### src/hdl/m32rseu_pkg.sv
// Shared types, constants and instruction decode for the M32R subset execute unit.
// Depends on nothing; every other file of the unit imports this package.
`timescale 1ns / 1ps

package m32rseu_pkg;

   localparam int MEM_BYTES_DEFAULT = 4096;
   localparam int NUM_REGS = 16;
   localparam int REG_AW = 4;
   localparam int DIV_STEPS = 32;

   localparam logic [REG_AW-1:0] LINK_REG = 4'd14;
   localparam logic [REG_AW-1:0] DONE_REG = 4'd13;
   localparam logic [REG_AW-1:0] ERROR_REG = 4'd12;

   typedef enum logic [1:0] {
      STAT_OK       = 2'd0,
      STAT_UNKNOWN  = 2'd1,
      STAT_DIV_ZERO = 2'd2,
      STAT_LOADED   = 2'd3
   } status_type;

   typedef struct packed {
      logic        opcode;
      logic [11:0] mem_addr;
      logic [7:0]  mem_byte;
   } req_type;

   typedef struct packed {
      logic [1:0]  status;
      logic [31:0] exec_pc;
      logic [31:0] next_pc;
      logic        cond_bit;
      logic [31:0] done_word;
      logic [31:0] error_word;
   } rsp_type;

   typedef enum logic [6:0] {
      OP_ADD, OP_AND, OP_OR, OP_XOR, OP_SUB, OP_NEG, OP_NOT, OP_MV, OP_MUL,
      OP_CMP, OP_CMPU, OP_CMPI, OP_CMPUI,
      OP_ADD3, OP_AND3, OP_OR3, OP_XOR3, OP_SETH,
      OP_DIV, OP_DIVU, OP_REM, OP_REMU,
      OP_SLL, OP_SRA, OP_SRL, OP_SLL3, OP_SRA3, OP_SRL3,
      OP_LD, OP_LDB, OP_LDUB, OP_LDH, OP_LDUH, OP_LD_PI,
      OP_ST, OP_STB, OP_STH, OP_ST_PI, OP_ST_PD,
      OP_BEQ, OP_BNE, OP_BC, OP_BNC, OP_BRA, OP_BL,
      OP_JL, OP_JMP, OP_BEQZ, OP_BNEZ, OP_BLTZ, OP_BGEZ, OP_BLEZ, OP_BGTZ,
      OP_SRLI, OP_SRAI, OP_SLLI, OP_ADDI, OP_LDI8, OP_LD24, OP_LDI16,
      OP_NOP, OP_BAD
   } op_type;

   typedef enum logic [3:0] {
      CAT_NONE, CAT_CMP, CAT_WRITE, CAT_DIV, CAT_LOAD, CAT_LOAD_PI,
      CAT_STORE, CAT_STORE_UPD, CAT_BAD
   } cat_type;

   typedef enum logic [2:0] {
      MEM_IDLE, MEM_CLEAR, MEM_LOAD, MEM_FETCH, MEM_READ, MEM_WRITE
   } mem_op_type;

   typedef enum logic [2:0] {
      WB_NONE, WB_RES, WB_PTR, WB_LOAD, WB_DIV
   } wb_sel_type;

   typedef enum logic [3:0] {
      ST_CLEAR, ST_IDLE, ST_LOADB, ST_FETCH, ST_DECODE, ST_EXEC, ST_DIV,
      ST_PTR, ST_MEMRD, ST_MEMWR, ST_WB, ST_COMMIT
   } state_type;

   typedef struct packed {
      mem_op_type mem_op;
      logic [1:0] idx;
      logic       acc_shift;
      logic       capture;
      logic       ir_load;
      logic       exec;
      logic       div_start;
      wb_sel_type wb_sel;
      logic       commit;
   } cmd_type;

   typedef struct packed {
      logic       clear_done;
      cat_type    cat;
      logic [2:0] mem_len;
      logic       div_zero;
      logic       div_done;
   } stat_type;

   // Decode priority follows the encoding groups: register and 32-bit
   // forms first, then displacement branches, then register jumps and zero
   // compares, then immediate shifts, and last immediate adds, loads and NOP.
   function automatic op_type decode_op(input logic [15:0] i1);
      op_type op;
      op = OP_BAD;
      case (i1 & 16'hf0f0)
         16'h00a0: op = OP_ADD;
         16'h00c0: op = OP_AND;
         16'h00e0: op = OP_OR;
         16'h00d0: op = OP_XOR;
         16'h0020: op = OP_SUB;
         16'h0030: op = OP_NEG;
         16'h00b0: op = OP_NOT;
         16'h1080: op = OP_MV;
         16'h1060: op = OP_MUL;
         16'h0040: op = OP_CMP;
         16'h0050: op = OP_CMPU;
         16'h8040: op = OP_CMPI;
         16'h8050: op = OP_CMPUI;
         16'h80a0: op = OP_ADD3;
         16'h80c0: op = OP_AND3;
         16'h80e0: op = OP_OR3;
         16'h80d0: op = OP_XOR3;
         16'hd0c0: op = OP_SETH;
         16'h9000: op = OP_DIV;
         16'h9020: op = OP_REM;
         16'h9010: op = OP_DIVU;
         16'h9030: op = OP_REMU;
         16'h1040: op = OP_SLL;
         16'h1020: op = OP_SRA;
         16'h1000: op = OP_SRL;
         16'h90c0: op = OP_SLL3;
         16'h90a0: op = OP_SRA3;
         16'h9080: op = OP_SRL3;
         16'h20c0: op = OP_LD;
         16'ha0c0: op = OP_LD;
         16'h2080: op = OP_LDB;
         16'ha080: op = OP_LDB;
         16'h2090: op = OP_LDUB;
         16'ha090: op = OP_LDUB;
         16'h20a0: op = OP_LDH;
         16'ha0a0: op = OP_LDH;
         16'h20b0: op = OP_LDUH;
         16'ha0b0: op = OP_LDUH;
         16'h20e0: op = OP_LD_PI;
         16'h2040: op = OP_ST;
         16'ha040: op = OP_ST;
         16'h2060: op = OP_ST_PI;
         16'h2070: op = OP_ST_PD;
         16'h2000: op = OP_STB;
         16'ha000: op = OP_STB;
         16'h2020: op = OP_STH;
         16'ha020: op = OP_STH;
         16'hb000: op = OP_BEQ;
         16'hb010: op = OP_BNE;
         default: op = OP_BAD;
      endcase
      if (op == OP_BAD) begin
         case (i1 & 16'hff00)
            16'h7c00, 16'hfc00: op = OP_BC;
            16'h7d00, 16'hfd00: op = OP_BNC;
            16'h7f00, 16'hff00: op = OP_BRA;
            16'h7e00, 16'hfe00: op = OP_BL;
            default: op = OP_BAD;
         endcase
      end
      if (op == OP_BAD) begin
         case (i1 & 16'hfff0)
            16'h1ec0: op = OP_JL;
            16'h1fc0: op = OP_JMP;
            16'hb080: op = OP_BEQZ;
            16'hb090: op = OP_BNEZ;
            16'hb0a0: op = OP_BLTZ;
            16'hb0b0: op = OP_BGEZ;
            16'hb0c0: op = OP_BLEZ;
            16'hb0d0: op = OP_BGTZ;
            default: op = OP_BAD;
         endcase
      end
      if (op == OP_BAD) begin
         case (i1 & 16'hf0e0)
            16'h5000: op = OP_SRLI;
            16'h5020: op = OP_SRAI;
            16'h5040: op = OP_SLLI;
            default: op = OP_BAD;
         endcase
      end
      if (op == OP_BAD) begin
         if ((i1 & 16'hf000) == 16'h4000) begin
            op = OP_ADDI;
         end else if ((i1 & 16'hf000) == 16'h6000) begin
            op = OP_LDI8;
         end else if ((i1 & 16'hf000) == 16'he000) begin
            op = OP_LD24;
         end else if ((i1 & 16'hf0ff) == 16'h90f0) begin
            op = OP_LDI16;
         end else if (i1 == 16'h7000) begin
            op = OP_NOP;
         end
      end
      return op;
   endfunction

   function automatic cat_type cat_of(input op_type op);
      cat_type cat;
      case (op)
         OP_CMP, OP_CMPU, OP_CMPI, OP_CMPUI: cat = CAT_CMP;
         OP_DIV, OP_DIVU, OP_REM, OP_REMU: cat = CAT_DIV;
         OP_LD, OP_LDB, OP_LDUB, OP_LDH, OP_LDUH: cat = CAT_LOAD;
         OP_LD_PI: cat = CAT_LOAD_PI;
         OP_ST, OP_STB, OP_STH: cat = CAT_STORE;
         OP_ST_PI, OP_ST_PD: cat = CAT_STORE_UPD;
         OP_BEQ, OP_BNE, OP_BC, OP_BNC, OP_BRA, OP_JMP, OP_BEQZ, OP_BNEZ,
         OP_BLTZ, OP_BGEZ, OP_BLEZ, OP_BGTZ, OP_NOP: cat = CAT_NONE;
         OP_BAD: cat = CAT_BAD;
         default: cat = CAT_WRITE;
      endcase
      return cat;
   endfunction

   function automatic logic [2:0] mem_len_of(input op_type op);
      logic [2:0] len;
      case (op)
         OP_LDB, OP_LDUB, OP_STB: len = 3'd1;
         OP_LDH, OP_LDUH, OP_STH: len = 3'd2;
         default: len = 3'd4;
      endcase
      return len;
   endfunction

endpackage

### src/hdl/m32rseu_ctrl.sv
// Sequencing state machine of the execute unit: handshakes and datapath commands.
// Depends on m32rseu_pkg for the state, command and status types.
`timescale 1ns / 1ps

module m32rseu_ctrl (
   input  logic                  clock,
   input  logic                  reset,
   input  logic                  req_valid,
   input  logic                  req_opcode,
   output logic                  req_stall,
   output logic                  rsp_valid,
   input  logic                  rsp_stall,
   input  m32rseu_pkg::stat_type stat,
   output m32rseu_pkg::cmd_type  cmd
);
   import m32rseu_pkg::*;

   state_type  state_ff, state_in;
   logic [2:0] cnt_ff, cnt_in;
   logic       rsp_valid_ff, rsp_valid_in;
   logic       rsp_free;

   assign rsp_free = !rsp_valid_ff || !rsp_stall;

   always_comb begin
      state_in = state_ff;
      case (state_ff)
         ST_CLEAR: if (stat.clear_done) state_in = ST_IDLE;
         ST_IDLE: begin
            if (req_valid) state_in = req_opcode ? ST_FETCH : ST_LOADB;
         end
         ST_LOADB:  state_in = ST_COMMIT;
         ST_FETCH:  if (cnt_ff == 3'd4) state_in = ST_DECODE;
         ST_DECODE: state_in = ST_EXEC;
         ST_EXEC: begin
            case (stat.cat)
               CAT_WRITE: state_in = ST_WB;
               CAT_DIV: state_in = stat.div_zero ? ST_COMMIT : ST_DIV;
               CAT_LOAD: state_in = ST_MEMRD;
               CAT_LOAD_PI, CAT_STORE_UPD: state_in = ST_PTR;
               CAT_STORE: state_in = ST_MEMWR;
               default: state_in = ST_COMMIT;
            endcase
         end
         ST_DIV: if (stat.div_done) state_in = ST_WB;
         ST_PTR: state_in = (stat.cat == CAT_LOAD_PI) ? ST_MEMRD : ST_MEMWR;
         ST_MEMRD: if (cnt_ff == stat.mem_len) state_in = ST_WB;
         ST_MEMWR: if (cnt_ff == stat.mem_len - 3'd1) state_in = ST_COMMIT;
         ST_WB: state_in = ST_COMMIT;
         ST_COMMIT: if (rsp_free) state_in = ST_IDLE;
         default: state_in = ST_IDLE;
      endcase
   end

   always_comb begin
      cmd = '0;
      cmd.mem_op = MEM_IDLE;
      cmd.wb_sel = WB_NONE;
      cmd.idx = cnt_ff[1:0];
      case (state_ff)
         ST_CLEAR: cmd.mem_op = MEM_CLEAR;
         ST_IDLE:  cmd.capture = req_valid;
         ST_LOADB: cmd.mem_op = MEM_LOAD;
         ST_FETCH: begin
            if (cnt_ff != 3'd4) cmd.mem_op = MEM_FETCH;
            cmd.acc_shift = (cnt_ff != 3'd0);
         end
         ST_DECODE: cmd.ir_load = 1'b1;
         ST_EXEC: begin
            cmd.exec = 1'b1;
            cmd.div_start = (stat.cat == CAT_DIV) && !stat.div_zero;
         end
         ST_PTR: cmd.wb_sel = WB_PTR;
         ST_MEMRD: begin
            if (cnt_ff < stat.mem_len) cmd.mem_op = MEM_READ;
            cmd.acc_shift = (cnt_ff != 3'd0);
         end
         ST_MEMWR: cmd.mem_op = MEM_WRITE;
         ST_WB: begin
            case (stat.cat)
               CAT_DIV: cmd.wb_sel = WB_DIV;
               CAT_LOAD, CAT_LOAD_PI: cmd.wb_sel = WB_LOAD;
               default: cmd.wb_sel = WB_RES;
            endcase
         end
         ST_COMMIT: cmd.commit = rsp_free;
         default: cmd.mem_op = MEM_IDLE;
      endcase
   end

   assign cnt_in = (state_in != state_ff) ? 3'd0 : cnt_ff + 3'd1;
   assign rsp_valid_in = cmd.commit || (rsp_valid_ff && rsp_stall);

   always_ff @(posedge clock) begin
      if (reset) begin
         state_ff <= ST_CLEAR;
         cnt_ff <= '0;
         rsp_valid_ff <= 1'b0;
      end else begin
         state_ff <= state_in;
         cnt_ff <= cnt_in;
         rsp_valid_ff <= rsp_valid_in;
      end
   end

   assign req_stall = (state_ff != ST_IDLE);
   assign rsp_valid = rsp_valid_ff;

`ifndef ASSERT_OFF
   ap_commit_shows: assert property (@(posedge clock) disable iff (reset)
      cmd.commit |=> rsp_valid_ff)
      else $error("committed transaction did not raise the response valid");
   ap_no_overwrite: assert property (@(posedge clock) disable iff (reset)
      cmd.commit |-> (!rsp_valid_ff || !rsp_stall))
      else $error("commit overwrote a response that was still waiting");
   ap_div_is_div: assert property (@(posedge clock) disable iff (reset)
      (state_ff == ST_DIV) |-> (stat.cat == CAT_DIV))
      else $error("divider wait entered for a non-divide instruction");
   ap_clear_quiet: assert property (@(posedge clock) disable iff (reset)
      (state_ff == ST_CLEAR) |-> !rsp_valid_ff)
      else $error("response raised during the memory clearing pass");
`endif

endmodule

### config.mk
export PLATFORM = sky130hd
export DESIGN_NAME = m32rseu_ctrl
export DESIGN_NICKNAME = d
export VERILOG_FILES = /design/src/hdl/m32rseu_pkg.sv /design/src/hdl/m32rseu_ctrl.sv
export SDC_FILE = /design/constraint.sdc
export NUM_CORES = 1
export LEC_CHECK = 0
export ABC_CLOCK_PERIOD_IN_PS = 4450
export BUFFER_PORTS_ARGS = -buffer_cell sky130_fd_sc_hd__buf_4
export CORE_MARGIN = 1
export CORE_UTILIZATION = 53
export DETAILED_ROUTE_END_ITERATION = 7
export PLACE_DENSITY = 0.89
export SLEW_MARGIN = 25
export SYNTH_ARGS = -nofsm -noshare
export SYNTH_HDL_FRONTEND = slang
export SYNTH_SLANG_ARGS = --single-unit
### constraint.sdc
create_clock -name clock -period 4.45 [get_ports clock]
set_input_delay 0.6675 -clock clock [delete_from_list [all_inputs] [get_ports clock]]
set_output_delay 0.6675 -clock clock [all_outputs]
set_load 0.03 [all_outputs]
==> run summary <==
Via density per instance -> 5.85
Die H -> 43.0 um
CTS tree -> yes
Cell family with the largest share of critical-path delay -> simple AND/OR/NAND/NOR gates
GRT Util Overall -> 26.4%
Post-CTS Hold Fix Bufs -> 0
DRC viols -> 0
H-Tree Depth -> 1
Slowest cell on crit path -> dfxtp_1
Clock buffers created by TritonCTS -> 3
R2R cell count -> 6
Crit path launch type -> register
Crit Path Class -> reg2out
Area after detailed placement -> 0.00109 mm^2
Netlist area before placement -> 890 um^2
Sequential fraction of the synthesis area -> 18.0%
Maximum number of pins on one net before global-route repair -> 20
Number of flops mapped to enable cells by yosys -> 0
VDD IR max -> 233 uV
Cell at the root of the clock tree -> clkbuf_4
Net Count, Synth -> 141
Count of yosys warnings during synthesis -> 0
Cells traversed along the worst timing path -> nand2b_1 > nor2_1 > nor4bb_1 > o21a_1 > buf_4
Arrival time reported for the critical path endpoint -> 1.93 ns
Number of logic stages on the critical path including buffering -> 5
Max incr delay on CP -> 0.63 ns
Final net count -> 169
Via count of the first global-routing pass -> 909
Final-report max-slew violation count -> 0
Crit Path Max Fanout -> 17
Max-cap violation count -> 0
Total inserted antenna cells -> 0
Number of top-level pins -> 31
Number of port buffers -> 30
Clock buffer depth -> 2
Clock input transition at the sequential cells of the worst setup and hold paths -> 0.05 ns
Kind of end point of the critical path -> output port
Most frequently used flop master after synthesis -> dfxtp_1
Final RePlAce weighted congestion -> 0.875
Pin slew with the least headroom to its limit -> 0.634 ns
Crit path required time -> 3.78 ns
Final setup viols -> 0
Global-route wire length before repair -> 3740 um
Initial Util -> 57.7%
Number of nets with antenna violations after routing -> 0
Count of cells along the worst hold path -> 1
Min cycle time layout -> 2.60 ns
Fraction of layout cells with a size suffix above 1 -> 26.7%
Instance count after placement with tap cells included -> 159
Synth-to-layout area growth -> 25.6%
Register area -> 160 um^2
Post-route fraction of the period consumed by the critical path -> 58.4%
Achievable clock frequency -> 0.385 GHz
Antenna violations before repair -> 0
Ys async rst share -> 0%
Leakage power total -> 0.515 nW
Number of buffer and inverter stages on the critical path -> 1
Number of hold violations in the final report -> 0
Largest clock skew in the final design -> 0.00541 ns
Overall die width -> 43.0 um
Floorplan Core Area -> 0.00154 mm^2
Number of post-CTS setup repair buffers -> 0
Seq cells post-synth -> 8
Detailed placer's ending HPWL -> 1640 um
Post-layout instance area -> 0.00112 mm^2
Filler cells -> 136
Count of clock tree sinks -> 8
Routed length per placed instance -> 13.0 um
Headroom to the max-slew limit -> 57.6%
Post-synthesis cell count -> 120
Final cell count without fillers -> 162
Router iterations before antenna repair -> 4
Row cnt -> 14
Gr ovfl total -> 0
Post-route total power -> 0.000321 W
PostCTS Resize Cnt -> 0
Starting DRC count in detailed routing -> 18
Pwr dens -> 288 mW/mm^2
Accumulated negative setup slack -> 0 ns
Multi-input gate area -> 652 um^2
Setup repair after global routing missed its margin -> no
Vias after detailed routing -> 947
Outcome -> complete, no violations
Die area -> 0.00185 mm^2
DRT Wirelength -> 2100 um
Clock insertion delay at the later pin of the skew report -> 0.24 ns
Number of different library cells in the post-synthesis netlist -> 43
Syn_area_per_cell -> 7.41 um^2
Worst hold path type -> reg2reg
## path summary, 6_finish.rpt
check	from	to	slack, ns
max reg2reg	state_ff[0]	cnt_ff[2]	2.31
min	cnt_ff[0]	cnt_ff[0]	0.49
max	state_ff[3]	cmd[2]	1.85
min reg2reg	cnt_ff[0]	cnt_ff[0]	0.49
## per-stage QoR
stage | util [%] | hold WS [ns] | setup WS [ns]
after floorplan | - | 0.452 | 1.85
after global placement | 71.0 | 0.480 | 2.16
after detailed placement | 71.0 | 0.480 | 2.12
after CTS | 72.5 | 0.488 | 1.91
after global routing | 72.5 | 0.498 | 1.68
final | 72.5 | 0.487 | 1.85
## registers in the layout, indices dropped and copies added, names as in the netlist
register	cells
state_ff	4
cnt_ff	3
rsp_valid	1
## power breakdown
group	switching [W]	internal, W
clock network	0.0000197	0.0000305
registers	0.0000242	0.0000802
logic	0.0000919	0.0000747
total	0.000136	0.000185
## routing by layer
layer	wire, um	vias to the layer above	share of wire, %	global-route usage, %
met5	0	-	0	0
met4	17	0	0.81	12.7
met3	55	4	2.6	4.26
met2	1060	21	50	42.7
met1	969	439	46	33.9
li1	-	483	-	-
## cell type report
class,count,area share (%)
multi-input combinational,95,58.3
timing repair buffer,30,20.2
sequential,8,14.3
inverter,10,3.36
clock buffer,3,2.02
tap,16,1.79
## synthesized netlist by cell type, drive strengths merged, types with 3 or more instances
master   n  area share [%]
a21o     5             4.2
ha       6             8.4
nor4     3             2.8
dfxtp    8              18
nand3b   3             2.5
a21oi    7             3.9
nor2     9             3.8
o21ai    4             2.7
nand2    7             3.2
nor3     8             4.5
inv     10             4.2
nand2b   3             2.1
buf      5             3.7
xnor2    4             3.9
o21a     4             3.4
nor2b    9             6.3
## logic make-up after synthesis
kind of cell             Yosys count  synth area share [%]
multiplexers                       1                  1.27
adder cells (fa/ha/maj)            6                  8.44
XOR/XNOR                           5                  4.92
buffers and inverters             17                  8.72
AND/OR/NAND/NOR                   53                  34.2
flip-flops                         8                  18.0
AO/OA/AOI/OAI                     30                  24.5
## placed cells by master (no fill, tap or decap), types with 2 or more instances in the layout
cell type  instances
ha_1               6
dfxtp_1            8
nand2_1            6
nand3b_1           3
o21a_1             4
nand2b_1           3
nor4_1             2
nor2_1             9
clkbuf_4           3
inv_1              9
a21o_1             5
nor2b_1            9
nor3_1             8
a31oi_1            2
o21ai_1            2
nand4_1            2
buf_4             30
nor3b_1            2
xnor2_1            4
a21oi_1            7
(Power assumes the default switching activity.)
